## src/rtl/nsc_pkg.sv

```systemverilog
// Shared types, constants and helpers for the NMEA sentence checker.
package nsc_pkg;

    // Longest sentence accepted as valid, in bytes
    localparam logic [7:0] MAX_LEN = 8'd82;
    // Shortest sentence that can hold a start byte, '*', two hex digits, CR and LF
    localparam logic [7:0] MIN_LEN = 8'd6;
    // Position counter saturates here
    localparam logic [7:0] POS_MAX = 8'hFF;
    // First byte position at which the byte leaving the tail window joins the checksum
    localparam logic [7:0] XOR_START_POS = 8'd6;

    // Positions of the three sentence type bytes
    localparam logic [7:0] TYPE_POS0 = 8'd3;
    localparam logic [7:0] TYPE_POS1 = 8'd4;
    localparam logic [7:0] TYPE_POS2 = 8'd5;

    // Tail window depth
    localparam int TAIL_DEPTH = 5;

    // Framing characters
    localparam logic [7:0] CH_BANG   = 8'h21;
    localparam logic [7:0] CH_DOLLAR = 8'h24;
    localparam logic [7:0] CH_STAR   = 8'h2A;
    localparam logic [7:0] CH_CR     = 8'h0D;
    localparam logic [7:0] CH_LF     = 8'h0A;

    // ASCII bases for upper-case hex digits
    localparam logic [7:0] HEX_NUM_BASE   = 8'd48;
    localparam logic [7:0] HEX_ALPHA_BASE = 8'd55;

    typedef enum logic [2:0] {
        ST_GOOD      = 3'd0,
        ST_BAD_START = 3'd1,
        ST_BAD_TERM  = 3'd2,
        ST_BAD_SUM   = 3'd3,
        ST_TOO_LONG  = 3'd4
    } status_t;

    // One registered byte handed to the checker core
    typedef struct packed {
        logic       step;
        logic       last;
        logic [7:0] data;
    } nsc_byte_t;

    // One verdict for a finished sentence
    typedef struct packed {
        status_t     status;
        logic [7:0]  checksum;
        logic [7:0]  length;
        logic [23:0] stype;
    } nsc_verdict_t;

    // Upper-case ASCII hex digit of a nibble
    function automatic logic [7:0] hex_digit(input logic [3:0] nibble);
        logic [7:0] wide;
        wide = {4'b0000, nibble};
        if (nibble < 4'd10)
            return HEX_NUM_BASE + wide;
        else
            return HEX_ALPHA_BASE + wide;
    endfunction

endpackage

```

## src/rtl/nsc_input_stage.sv

```systemverilog
// Input register: holds one byte item until the checker core takes it.
module nsc_input_stage (
    input  logic             clk,
    input  logic             rst_n,
    input  logic             item_valid,
    output logic             item_ready,
    input  logic [7:0]       data_byte,
    input  logic             last_byte,
    input  logic             result_free,
    output nsc_pkg::nsc_byte_t core_in
);

    logic       valid_reg;
    logic       valid_next;
    logic       last_reg;
    logic [7:0] data_reg;
    logic       advance;

    // A non-final byte always moves on; a final byte needs room for its verdict
    assign advance    = valid_reg && (!last_reg || result_free);
    assign item_ready = !valid_reg || advance;

    always_comb
    begin
        valid_next = valid_reg;
        if (item_valid && item_ready)
            valid_next = 1'b1;
        else if (advance)
            valid_next = 1'b0;
    end

    // Control state
    always_ff @(posedge clk or negedge rst_n)
    begin
        if (!rst_n)
            valid_reg <= 1'b0;
        else
            valid_reg <= valid_next;
    end

    // Payload
    always_ff @(posedge clk)
    begin
        if (item_valid && item_ready)
        begin
            data_reg <= data_byte;
            last_reg <= last_byte;
        end
    end

    assign core_in.step = advance;
    assign core_in.last = last_reg;
    assign core_in.data = data_reg;

endmodule

```

## src/rtl/nsc_core.sv

```systemverilog
// Sentence state tracking and verdict logic, one byte per cycle while the input register steps bytes in.
module nsc_core (
    input  logic                  clk,
    input  logic                  rst_n,
    input  nsc_pkg::nsc_byte_t    core_in,
    output nsc_pkg::nsc_verdict_t verdict
);

    logic [7:0]  pos_reg, pos_next;
    logic        start_ok_reg, start_ok_next;
    logic [7:0]  xor_reg, xor_next;
    logic [23:0] type_reg, type_next;
    logic [7:0]  tail_reg  [nsc_pkg::TAIL_DEPTH];
    logic [7:0]  tail_next [nsc_pkg::TAIL_DEPTH];
    logic [7:0]  b;
    logic        bad_term;
    logic        bad_sum;

    assign b = core_in.data;

    // State update for the incoming byte
    always_comb
    begin
        start_ok_next = start_ok_reg;
        if (pos_reg == 8'd0)
            start_ok_next = (b == nsc_pkg::CH_BANG) || (b == nsc_pkg::CH_DOLLAR);

        type_next = type_reg;
        case (pos_reg)
            nsc_pkg::TYPE_POS0: type_next[7:0]   = b;
            nsc_pkg::TYPE_POS1: type_next[15:8]  = b;
            nsc_pkg::TYPE_POS2: type_next[23:16] = b;
            default:            type_next        = type_reg;
        endcase

        // Oldest tail byte joins the checksum once it is known not to be a trailer
        xor_next = xor_reg;
        if (pos_reg >= nsc_pkg::XOR_START_POS)
            xor_next = xor_reg ^ tail_reg[0];

        for (int k = 0; k < nsc_pkg::TAIL_DEPTH - 1; k++)
            tail_next[k] = tail_reg[k + 1];
        tail_next[nsc_pkg::TAIL_DEPTH - 1] = b;

        pos_next = (pos_reg == nsc_pkg::POS_MAX) ? pos_reg : pos_reg + 8'd1;
    end

    // Verdict for a sentence ending with this byte
    always_comb
    begin
        bad_term = (pos_next < nsc_pkg::MIN_LEN)
                || (tail_next[4] != nsc_pkg::CH_LF)
                || (tail_next[3] != nsc_pkg::CH_CR)
                || (tail_next[0] != nsc_pkg::CH_STAR);
        bad_sum  = (tail_next[1] != nsc_pkg::hex_digit(xor_next[7:4]))
                || (tail_next[2] != nsc_pkg::hex_digit(xor_next[3:0]));

        if (pos_next > nsc_pkg::MAX_LEN)
            verdict.status = nsc_pkg::ST_TOO_LONG;
        else if (!start_ok_next)
            verdict.status = nsc_pkg::ST_BAD_START;
        else if (bad_term)
            verdict.status = nsc_pkg::ST_BAD_TERM;
        else if (bad_sum)
            verdict.status = nsc_pkg::ST_BAD_SUM;
        else
            verdict.status = nsc_pkg::ST_GOOD;

        verdict.checksum = xor_next;
        verdict.length   = pos_next;
        verdict.stype    = type_next;
    end

    // Sentence state; cleared after each final byte
    always_ff @(posedge clk or negedge rst_n)
    begin
        if (!rst_n)
        begin
            pos_reg      <= 8'd0;
            start_ok_reg <= 1'b0;
            xor_reg      <= 8'd0;
            type_reg     <= 24'd0;
            for (int k = 0; k < nsc_pkg::TAIL_DEPTH; k++)
                tail_reg[k] <= 8'd0;
        end
        else if (core_in.step)
        begin
            if (core_in.last)
            begin
                pos_reg      <= 8'd0;
                start_ok_reg <= 1'b0;
                xor_reg      <= 8'd0;
                type_reg     <= 24'd0;
                for (int k = 0; k < nsc_pkg::TAIL_DEPTH; k++)
                    tail_reg[k] <= 8'd0;
            end
            else
            begin
                pos_reg      <= pos_next;
                start_ok_reg <= start_ok_next;
                xor_reg      <= xor_next;
                type_reg     <= type_next;
                for (int k = 0; k < nsc_pkg::TAIL_DEPTH; k++)
                    tail_reg[k] <= tail_next[k];
            end
        end
    end

    // Sentence state starts over after every verdict
    a_clear_after_last: assert property (@(posedge clk) disable iff (!rst_n)
        core_in.step && core_in.last |=> pos_reg == 8'd0 && xor_reg == 8'd0
                                         && type_reg == 24'd0)
        else $error("sentence state not cleared after final byte");

    // Nothing enters the checksum before byte position XOR_START_POS is handled
    a_xor_quiet_early: assert property (@(posedge clk) disable iff (!rst_n)
        pos_reg <= nsc_pkg::XOR_START_POS |-> xor_reg == 8'd0)
        else $error("checksum accumulated too early");

    // A good verdict always has a plausible length
    a_good_len: assert property (@(posedge clk) disable iff (!rst_n)
        core_in.step && core_in.last && verdict.status == nsc_pkg::ST_GOOD
        |-> verdict.length >= nsc_pkg::MIN_LEN && verdict.length <= nsc_pkg::MAX_LEN)
        else $error("good verdict with impossible length");

endmodule

```

## src/rtl/nsc_result_reg.sv

```systemverilog
// Result register: holds one verdict item until it is taken.
module nsc_result_reg (
    input  logic                  clk,
    input  logic                  rst_n,
    input  logic                  load,
    input  nsc_pkg::nsc_verdict_t verdict,
    output logic                  result_free,
    output logic                  verdict_valid,
    input  logic                  verdict_ready,
    output logic [2:0]            status,
    output logic [7:0]            computed_checksum,
    output logic [7:0]            sentence_length,
    output logic [23:0]           sentence_type
);

    logic                  valid_reg;
    logic                  valid_next;
    nsc_pkg::nsc_verdict_t verdict_reg;

    assign result_free = !valid_reg || verdict_ready;

    always_comb
    begin
        valid_next = valid_reg;
        if (load)
            valid_next = 1'b1;
        else if (verdict_ready)
            valid_next = 1'b0;
    end

    always_ff @(posedge clk or negedge rst_n)
    begin
        if (!rst_n)
            valid_reg <= 1'b0;
        else
            valid_reg <= valid_next;
    end

    always_ff @(posedge clk)
    begin
        if (load)
            verdict_reg <= verdict;
    end

    assign verdict_valid     = valid_reg;
    assign status            = verdict_reg.status;
    assign computed_checksum = verdict_reg.checksum;
    assign sentence_length   = verdict_reg.length;
    assign sentence_type     = verdict_reg.stype;

endmodule

```

## src/rtl/nmea_sentence_checker_unit.sv

```systemverilog
// NMEA sentence checker top level: input register, checker core, result register.
// A final byte passes through the input register, then its verdict is loaded into the result register.
// Throughput: one byte per cycle, except while a final byte waits for the result register.
// Input is held only while a final byte waits for the result register to free up.
// Reset (rst_n low, asynchronous) empties both registers and clears sentence state.
module nmea_sentence_checker_unit (
    input  logic        clk,
    input  logic        rst_n,
    input  logic        item_valid,
    output logic        item_ready,
    input  logic [7:0]  data_byte,
    input  logic        last_byte,
    output logic        verdict_valid,
    input  logic        verdict_ready,
    output logic [2:0]  status,
    output logic [7:0]  computed_checksum,
    output logic [7:0]  sentence_length,
    output logic [23:0] sentence_type
);

    nsc_pkg::nsc_byte_t    core_in;
    nsc_pkg::nsc_verdict_t verdict;
    logic                  result_free;

    nsc_input_stage u_input (
        .clk         (clk),
        .rst_n       (rst_n),
        .item_valid  (item_valid),
        .item_ready  (item_ready),
        .data_byte   (data_byte),
        .last_byte   (last_byte),
        .result_free (result_free),
        .core_in     (core_in)
    );

    nsc_core u_core (
        .clk     (clk),
        .rst_n   (rst_n),
        .core_in (core_in),
        .verdict (verdict)
    );

    nsc_result_reg u_result (
        .clk               (clk),
        .rst_n             (rst_n),
        .load              (core_in.step && core_in.last),
        .verdict           (verdict),
        .result_free       (result_free),
        .verdict_valid     (verdict_valid),
        .verdict_ready     (verdict_ready),
        .status            (status),
        .computed_checksum (computed_checksum),
        .sentence_length   (sentence_length),
        .sentence_type     (sentence_type)
    );

endmodule

```

## config.mk

```make
export PLATFORM = sky130hd
export DESIGN_NAME = nmea_sentence_checker_unit
export DESIGN_NICKNAME = d
export VERILOG_FILES = /design/src/rtl/nsc_pkg.sv /design/src/rtl/nsc_input_stage.sv /design/src/rtl/nsc_core.sv /design/src/rtl/nsc_result_reg.sv /design/src/rtl/nmea_sentence_checker_unit.sv
export SDC_FILE = /design/constraint.sdc
export NUM_CORES = 1
export LEC_CHECK = 0
export ABC_AREA = 0
export ABC_CLOCK_PERIOD_IN_PS = 4300
export BUFFER_PORTS_ARGS = -buffer_cell sky130_fd_sc_hd__buf_2
export CORE_AREA = 2 2 107 109
export DETAILED_ROUTE_END_ITERATION = 6
export DIE_AREA = 0 0 109 111
export PLACE_DENSITY = 0.78
export SETUP_SLACK_MARGIN = 0.15
export SYNTH_ARGS = -nofsm -noshare
export SYNTH_HDL_FRONTEND = slang
export SYNTH_SLANG_ARGS = --single-unit
```

## constraint.sdc

```tcl
create_clock -name clk -period 4.3 [get_ports clk]
set_input_delay 0.645 -clock clk [delete_from_list [all_inputs] [get_ports clk]]
set_output_delay 0.645 -clock clk [all_outputs]
set_load 0.03 [all_outputs]
```

* Word level (Yosys, flattened, before mapping)
Cells that the tools add are included.
Operators by class: order comparisons 5, add/sub/neg operators 5, reductions and logical operators 18, equal/unequal tests 11, multiplexer cells 20, bitwise operators 2
Operators by type and width (number):
- 8-bit 2-to-1 mux | 9
- 40-bit 2-to-1 mux | 1
- 6-bit by 4-bit adder with 7-bit output, first input constant | 4
- 24-bit 2-to-1 mux | 1
- 8-bit by 3-bit == test with 1-bit output, second input constant | 2
- 8-bit by 6-bit == test with 1-bit output, second input constant | 2
- 8-bit by 4-bit != test with 1-bit output, second input constant | 2
- 8-bit != test | 2
- 8-bit by 1-bit adder with 8-bit output, second input constant | 1
- 8-bit by 2-bit == test with 1-bit output, second input constant | 1
- 8-bit == test, second input constant | 1
- 8-bit by 3-bit greater-or-equal comparator with 1-bit output, second input constant | 1
- 8-bit by 7-bit > comparator with 1-bit output, second input constant | 1
- 8-bit logical NOT | 1
- 1-bit logical OR | 8
- 4-bit < comparator, second input constant | 2
- 8-bit by 3-bit < comparator with 1-bit output, second input constant | 1
- 8-bit by 6-bit != test with 1-bit output, second input constant | 1
- 8-bit XOR | 1
- 1-bit 2-to-1 mux | 6
- 3-bit 2-to-1 mux | 2
- 2-bit nonzero test | 2
- 1-bit logical AND | 3
- 1-bit logical NOT | 3
- other kinds (3) | 3
Word-level totals: output and inout bits 45, bits of input ports 13, bits in registers 135, word-level logic and storage cells 79

* Logic depth before layout (Yosys ltp)
depth in word-level cells 9, depth in mapped cells 14, gate-level depth less buffers 13

* Modules after synthesis
A second synthesis with hierarchy kept.
Unflattened totals: cells, all modules 569, area total of the unflattened synthesis 6605.1 um^2
Modules (own cells, without submodules):
- nsc_core | seq. area each 2026.9 um^2, cells each 505, instances 1, area each 4903.5 um^2
- nsc_result_reg | seq. area each 1316.3 um^2, cells each 46, instances 1, area each 1338.8 um^2
- nsc_input_stage | seq. area each 295.3 um^2, cells each 17, instances 1, area each 356.6 um^2
- nmea_sentence_checker_unit | seq. area each 0.0 um^2, cells each 1, instances 1, area each 6.3 um^2

* Worst setup path after synthesis
OpenSTA, ideal clock, no wires.
path kind input -> register, start point input verdict_ready, end point register u_result.verdict_reg (netlist bit u_result.computed_checksum[0]), enable pin, setup time 445 ps, data arrival time 2881 ps, path slack 974 ps, path buffers 1, stages on the path 5, required time 3855 ps, path through nor2b_1 -> nand2_1 -> nand2_1 -> clkbuf_1 -> nor2_1
On the way: cells in the longest elaborated chain, start to end 4
Ends and longest elaborated chain:
- start, declared | RTL line nmea_sentence_checker_unit.sv:14 | input logic verdict_ready,
- 1-bit logical OR | RTL line nsc_result_reg.sv:20 | assign result_free = !valid_reg || verdict_ready;
- 1-bit logical OR | RTL line nsc_input_stage.sv:20 | assign advance = valid_reg && (!last_reg || result_free);
- 1-bit logical AND | RTL line nsc_input_stage.sv:20
- 1-bit logical AND | RTL line nmea_sentence_checker_unit.sv:46 | .load (core_in.step && core_in.last),
- net u_result.load | RTL line nsc_result_reg.sv:5 | input logic load,
- end signal, assigned | RTL line nsc_result_reg.sv:42 | verdict_reg <= verdict;
- end, declared | RTL line nsc_result_reg.sv:18 | nsc_pkg::nsc_verdict_t verdict_reg;
The timed path passes the listed nets, and every way through them passes these cells. A chain may end at the register's enable or synchronous reset.

* Worst setup path in the final report
start point register u_core.pos_reg[0], end point register u_result.verdict_reg (netlist bit u_result.status[0]), data pin
On the way: cells in the longest elaborated chain, start to end 9, elaborated cells between the ends (all ways) 26, those cells by class add/sub: 5; order compare: 5; eq/ne: 3; mux: 8; reduce/logical: 5
Ends and longest elaborated chain:
- start, declared | RTL line nsc_core.sv:9 | logic [7:0] pos_reg, pos_next;
- start signal, assigned | RTL line nsc_core.sv:99 | pos_reg <= pos_next;
- 8-bit by 3-bit greater-or-equal comparator with 1-bit output | RTL line nsc_core.sv:38 | if (pos_reg >= nsc_pkg::XOR_START_POS)
- 8-bit 2-to-1 mux | RTL line nsc_core.sv:38
- 6-bit by 4-bit adder with 7-bit output (tied with other cells) | RTL line nsc_pkg.sv:62 | return HEX_ALPHA_BASE + wide;
- 8-bit 2-to-1 mux | RTL line nsc_pkg.sv:59 | if (nibble < 4'd10)
- 8-bit != test, on equally long branches | RTL line nsc_core.sv:55, nsc_core.sv:56
- 1-bit logical OR | RTL line nsc_core.sv:56 | || (tail_next[2] != nsc_pkg::hex_digit(xor_next[3:0]));
- 2-bit 2-to-1 mux | RTL line nsc_core.sv:64 | else if (bad_sum)
- 3-bit 2-to-1 mux | RTL line nsc_core.sv:62 | else if (bad_term)
- 3-bit 2-to-1 mux | RTL line nsc_core.sv:60 | else if (!start_ok_next)
Parallel ways exist; a longest one is shown, timed or not.

==> results.py <==
metrics = {
    "sta": {
        "max_slew.worst_pin.slew_ns": 1.09,
        "setup_total_negative_slack_ns": 0,
        "finalSetupViolations": 0,
        "finalWorstSetupSlack_ns": 0.588,
        "grt_setup_unrepaired": "no",
        "period_share_pct": 86.3,
        "final_hold_fails": 0,
        "finalMaxSlewViolations": 0,
        "maxClockFrequency_ghz": 0.269,
        "finClkSkew_ns": 0.0114,
        "timing.final.crit_period_ns": 3.71,
        "slew_headroom_pct": 27.3,
    },
    "worst_hold_path": {
        "hold-path-cell-count": 1,
        "worst_hold_startpoint": "data_byte[6]",
        "hold-path-endpoint": "u_input.data_reg[6]",
        "hold_class": "in -> reg",
    },
    "routing": {
        "dr_iter_0_viols": 379,
        "total_routed_wirelength_um": 14900,
        "dr.pass1.iters": 5,
        "routed_wire_length_per_instance_um": 19.2,
        "post_route_drc_violation_count": 0,
        "antenna_left": 0,
        "vias_per_cell": 6.24,
        "vias": 4845,
    },
    "yosys": {
        "synth_cells": 568,
        "ys_async_sr_fraction_pct": 61.5,
        "synthesis.yosys.warnings": 0,
        "netlist_area_sq_um": 6330,
        "avgSynthCellArea_sq_um": 11.1,
        "synth_flop_cell": "sky130_fd_sc_hd__dfrtp_1",
        "postSynthRegisterBits": 135,
        "synth-edff-count": 52,
        "synthesis.nets": 587,
        "synth.lib_cells_used.distinct": 70,
        "synth-seq-area-share_pct": 57.5,
    },
    "floorplanning": {
        "io_pins": 58,
        "initial_core_util_pct": 57.1,
        "die_span_y_um": 111,
        "die_area_sq_um": 12100,
        "row_count": 39,
        "die-width_um": 109,
        "area_of_the_core_sq_um": 11100,
    },
    "worst_setup_path": {
        "setup.worst_path.class": "reg -> reg",
        "timing.reg2reg.worst_path_depth": 12,
        "category_of_the_worst_setup_path_launch_point": "flop",
        "critPathArrivalTime_ns": 3.85,
        "r2r_setup_slack_ns": 0.59,
        "cp_data_required_time_ns": 4.44,
        "crit_path_max_fanout": 7,
        "end_kind": "flop",
        "r2r-end": "u_result.status[0]",
        "regToRegStartpoint": "u_core.pos_reg[0]",
    },
    "cells_and_area": {
        "final_area_sq_um": 7260,
        "num-nets-final": 639,
        "footprint_of_the_multi_input_gates_sq_um": 2450,
        "layout-area-overhead-vs-synth_pct": 14.8,
        "largest_reg_flops": 32,
        "diodes": 0,
        "final-instance-count-excl-fill": 776,
        "drive_gt1_share_pct": 22.4,
        "finish.utilization_pct": 65.6,
        "most_common_cell_after_layout_fill_and_taps_aside": "sky130_fd_sc_hd__nand2_1",
        "highest_count_cells_in_the_layout_ignoring_fill_and_taps": "sky130_fd_sc_hd__nand2_1, sky130_fd_sc_hd__dfrtp_1, sky130_fd_sc_hd__buf_2",
        "seq_area_sq_um": 3640,
        "final_layout_fill_cell_count": 813,
    },
    "global_routing": {
        "maximum_number_of_pins_on_one_net_before_global_route_repair": 84,
        "grt_antenna_before_repair": 0,
        "grt_pass1_vias": 4678,
        "grt_use_total_pct": 26.6,
        "gr-total-overflow": 0,
        "grt_first_pass_wirelength_um": 24400,
    },
    "cts": {
        "postCtsSetupBuffers": 0,
        "ctsResizeCount": 0,
        "clock-sinks": 135,
        "htreeDepth": 4,
        "tritoncts": "done",
        "cts-hold-fix-buffers": 0,
        "clockBufferDepth": 2,
        "number_of_buffers_added_by_the_clock_tree_synthesis_step": 17,
        "clock_insertion_delay_worst_skew_ns": 0.42,
        "path_clk_slew_ns": 0.06,
        "ctsRootBufferMaster": "sky130_fd_sc_hd__clkbuf_16",
    },
    "power": {
        "ir_drop_mv": 0.317,
        "power_leakage_nw": 3.23,
        "pwr_density_cell_nw_per_um2": 444,
    },
    "status": {
        "status": "finished, final reports clean",
    },
    "placement": {
        "detailed_place.area_sq_um": 6720,
        "worst_setup_slack_after_placement_ns": 0.621,
        "portBuffers": 57,
        "dp.final_hpwl_um": 9850,
        "place.gp.congestion": 0.957,
        "place.detailed.instances": 744,
    },
    "flow_run": {
        "maxCapViolations": 0,
    },
}
report_power, final:
part	internal [mW]	switching [mW]	total [mW]
registers	1.43	0.0774	1.51
clock network	0.756	0.563	1.32
logic	0.132	0.263	0.395
total	2.32	0.903	3.23
cell families after synthesis:
family / Yosys count / share of synthesized area (%)
AO/OA/AOI/OAI: 130 / 15.5
AND/OR/NAND/NOR: 200 / 15.6
buffers and inverters: 63 / 3.96
XOR/XNOR: 8 / 1.68
multiplexers: 26 / 4.61
flip-flops: 135 / 57.5
adder cells (fa/ha/maj): 6 / 1.19
per-stage QoR:
step	hold WS [ns]	total power, mW
2_1_floorplan	0.349	1.79
6_report	0.401	3.23
4_1_cts	0.392	3.23
3_5_place_dp	0.483	1.92
5_1_grt	0.385	3.35
3_3_place_gp	0.466	1.91
worst max-delay path: stages (launching register included):
cell,delay (ns)
sky130_fd_sc_hd__dfrtp_1,0.45
sky130_fd_sc_hd__inv_1,0.12
sky130_fd_sc_hd__ha_1,0.29
sky130_fd_sc_hd__o21ai_0,0.40
sky130_fd_sc_hd__nand3_1,0.32
sky130_fd_sc_hd__nand2_1,0.23
sky130_fd_sc_hd__xor2_1,0.22
sky130_fd_sc_hd__ha_1,0.29
sky130_fd_sc_hd__and2_1,0.18
sky130_fd_sc_hd__a221oi_2,0.25
sky130_fd_sc_hd__o2111ai_1,0.14
sky130_fd_sc_hd__nor4b_1,0.37
sky130_fd_sc_hd__a41oi_1,0.17
synth_stat cells (3+ instances only):
cell | count | area [sq um]
sky130_fd_sc_hd__a211oi_1 | 4 | 30.0
sky130_fd_sc_hd__a21oi_1 | 12 | 60.1
sky130_fd_sc_hd__a22o_1 | 25 | 219
sky130_fd_sc_hd__and2_1 | 10 | 62.6
sky130_fd_sc_hd__and3_1 | 3 | 18.8
sky130_fd_sc_hd__clkbuf_1 | 24 | 90.1
sky130_fd_sc_hd__dfrtp_1 | 83 | 2080
sky130_fd_sc_hd__edfxtp_1 | 52 | 1560
sky130_fd_sc_hd__ha_1 | 6 | 75.1
sky130_fd_sc_hd__inv_1 | 30 | 113
sky130_fd_sc_hd__inv_2 | 3 | 11.3
sky130_fd_sc_hd__mux2_2 | 25 | 282
sky130_fd_sc_hd__nand2_1 | 85 | 319
sky130_fd_sc_hd__nand3_1 | 46 | 230
sky130_fd_sc_hd__nand4_1 | 5 | 31.3
sky130_fd_sc_hd__nor2_1 | 14 | 52.6
sky130_fd_sc_hd__nor3_1 | 7 | 35.0
sky130_fd_sc_hd__nor4b_1 | 4 | 35.0
sky130_fd_sc_hd__o2111ai_1 | 6 | 52.6
sky130_fd_sc_hd__o211ai_1 | 8 | 60.1
sky130_fd_sc_hd__o21ai_0 | 33 | 165
sky130_fd_sc_hd__o22ai_1 | 5 | 31.3
sky130_fd_sc_hd__o31ai_1 | 12 | 90.1
sky130_fd_sc_hd__or3_1 | 6 | 37.5
sky130_fd_sc_hd__xnor2_1 | 3 | 26.3
layout make-up:
class | instances | share of cell area [%]
clock buffer | 19 | 6.10
clock inverter | 13 | 1.34
inverter | 33 | 1.71
multi-input combinational | 370 | 33.7
sequential | 135 | 50.1
tap | 143 | 2.46
timing repair buffer | 63 | 4.58
how the worst max path moves through the flow:
stage / start / endpoint / slack, ns / cells after the start
after global placement: u_core.pos_reg[0] / u_result.status[1] / 0.81 / 13
after global routing: u_core.pos_reg[0] / u_result.status[1] / 0.19 / 13
after detailed placement: u_core.pos_reg[0] / u_result.status[1] / 0.62 / 13
after CTS: u_core.pos_reg[0] / u_result.status[1] / 0.64 / 13
after floorplan: verdict_ready / u_result.computed_checksum[0] / 0.97 / 5
final: u_core.pos_reg[0] / u_result.status[0] / 0.59 / 12
metal layers:
layer | vias up | part of all wire (%) | wire length (um) | global-route usage [%]
met5 | - | 0 | 0 | 0
met4 | 0 | 2.9 | 430 | 11.2
met3 | 33 | 7.2 | 1070 | 6.47
met2 | 210 | 48 | 7080 | 39.6
met1 | 2400 | 42 | 6290 | 37.4
li1 | 2202 | - | - | -
Note: power is estimated with default switching activity, not from simulation.
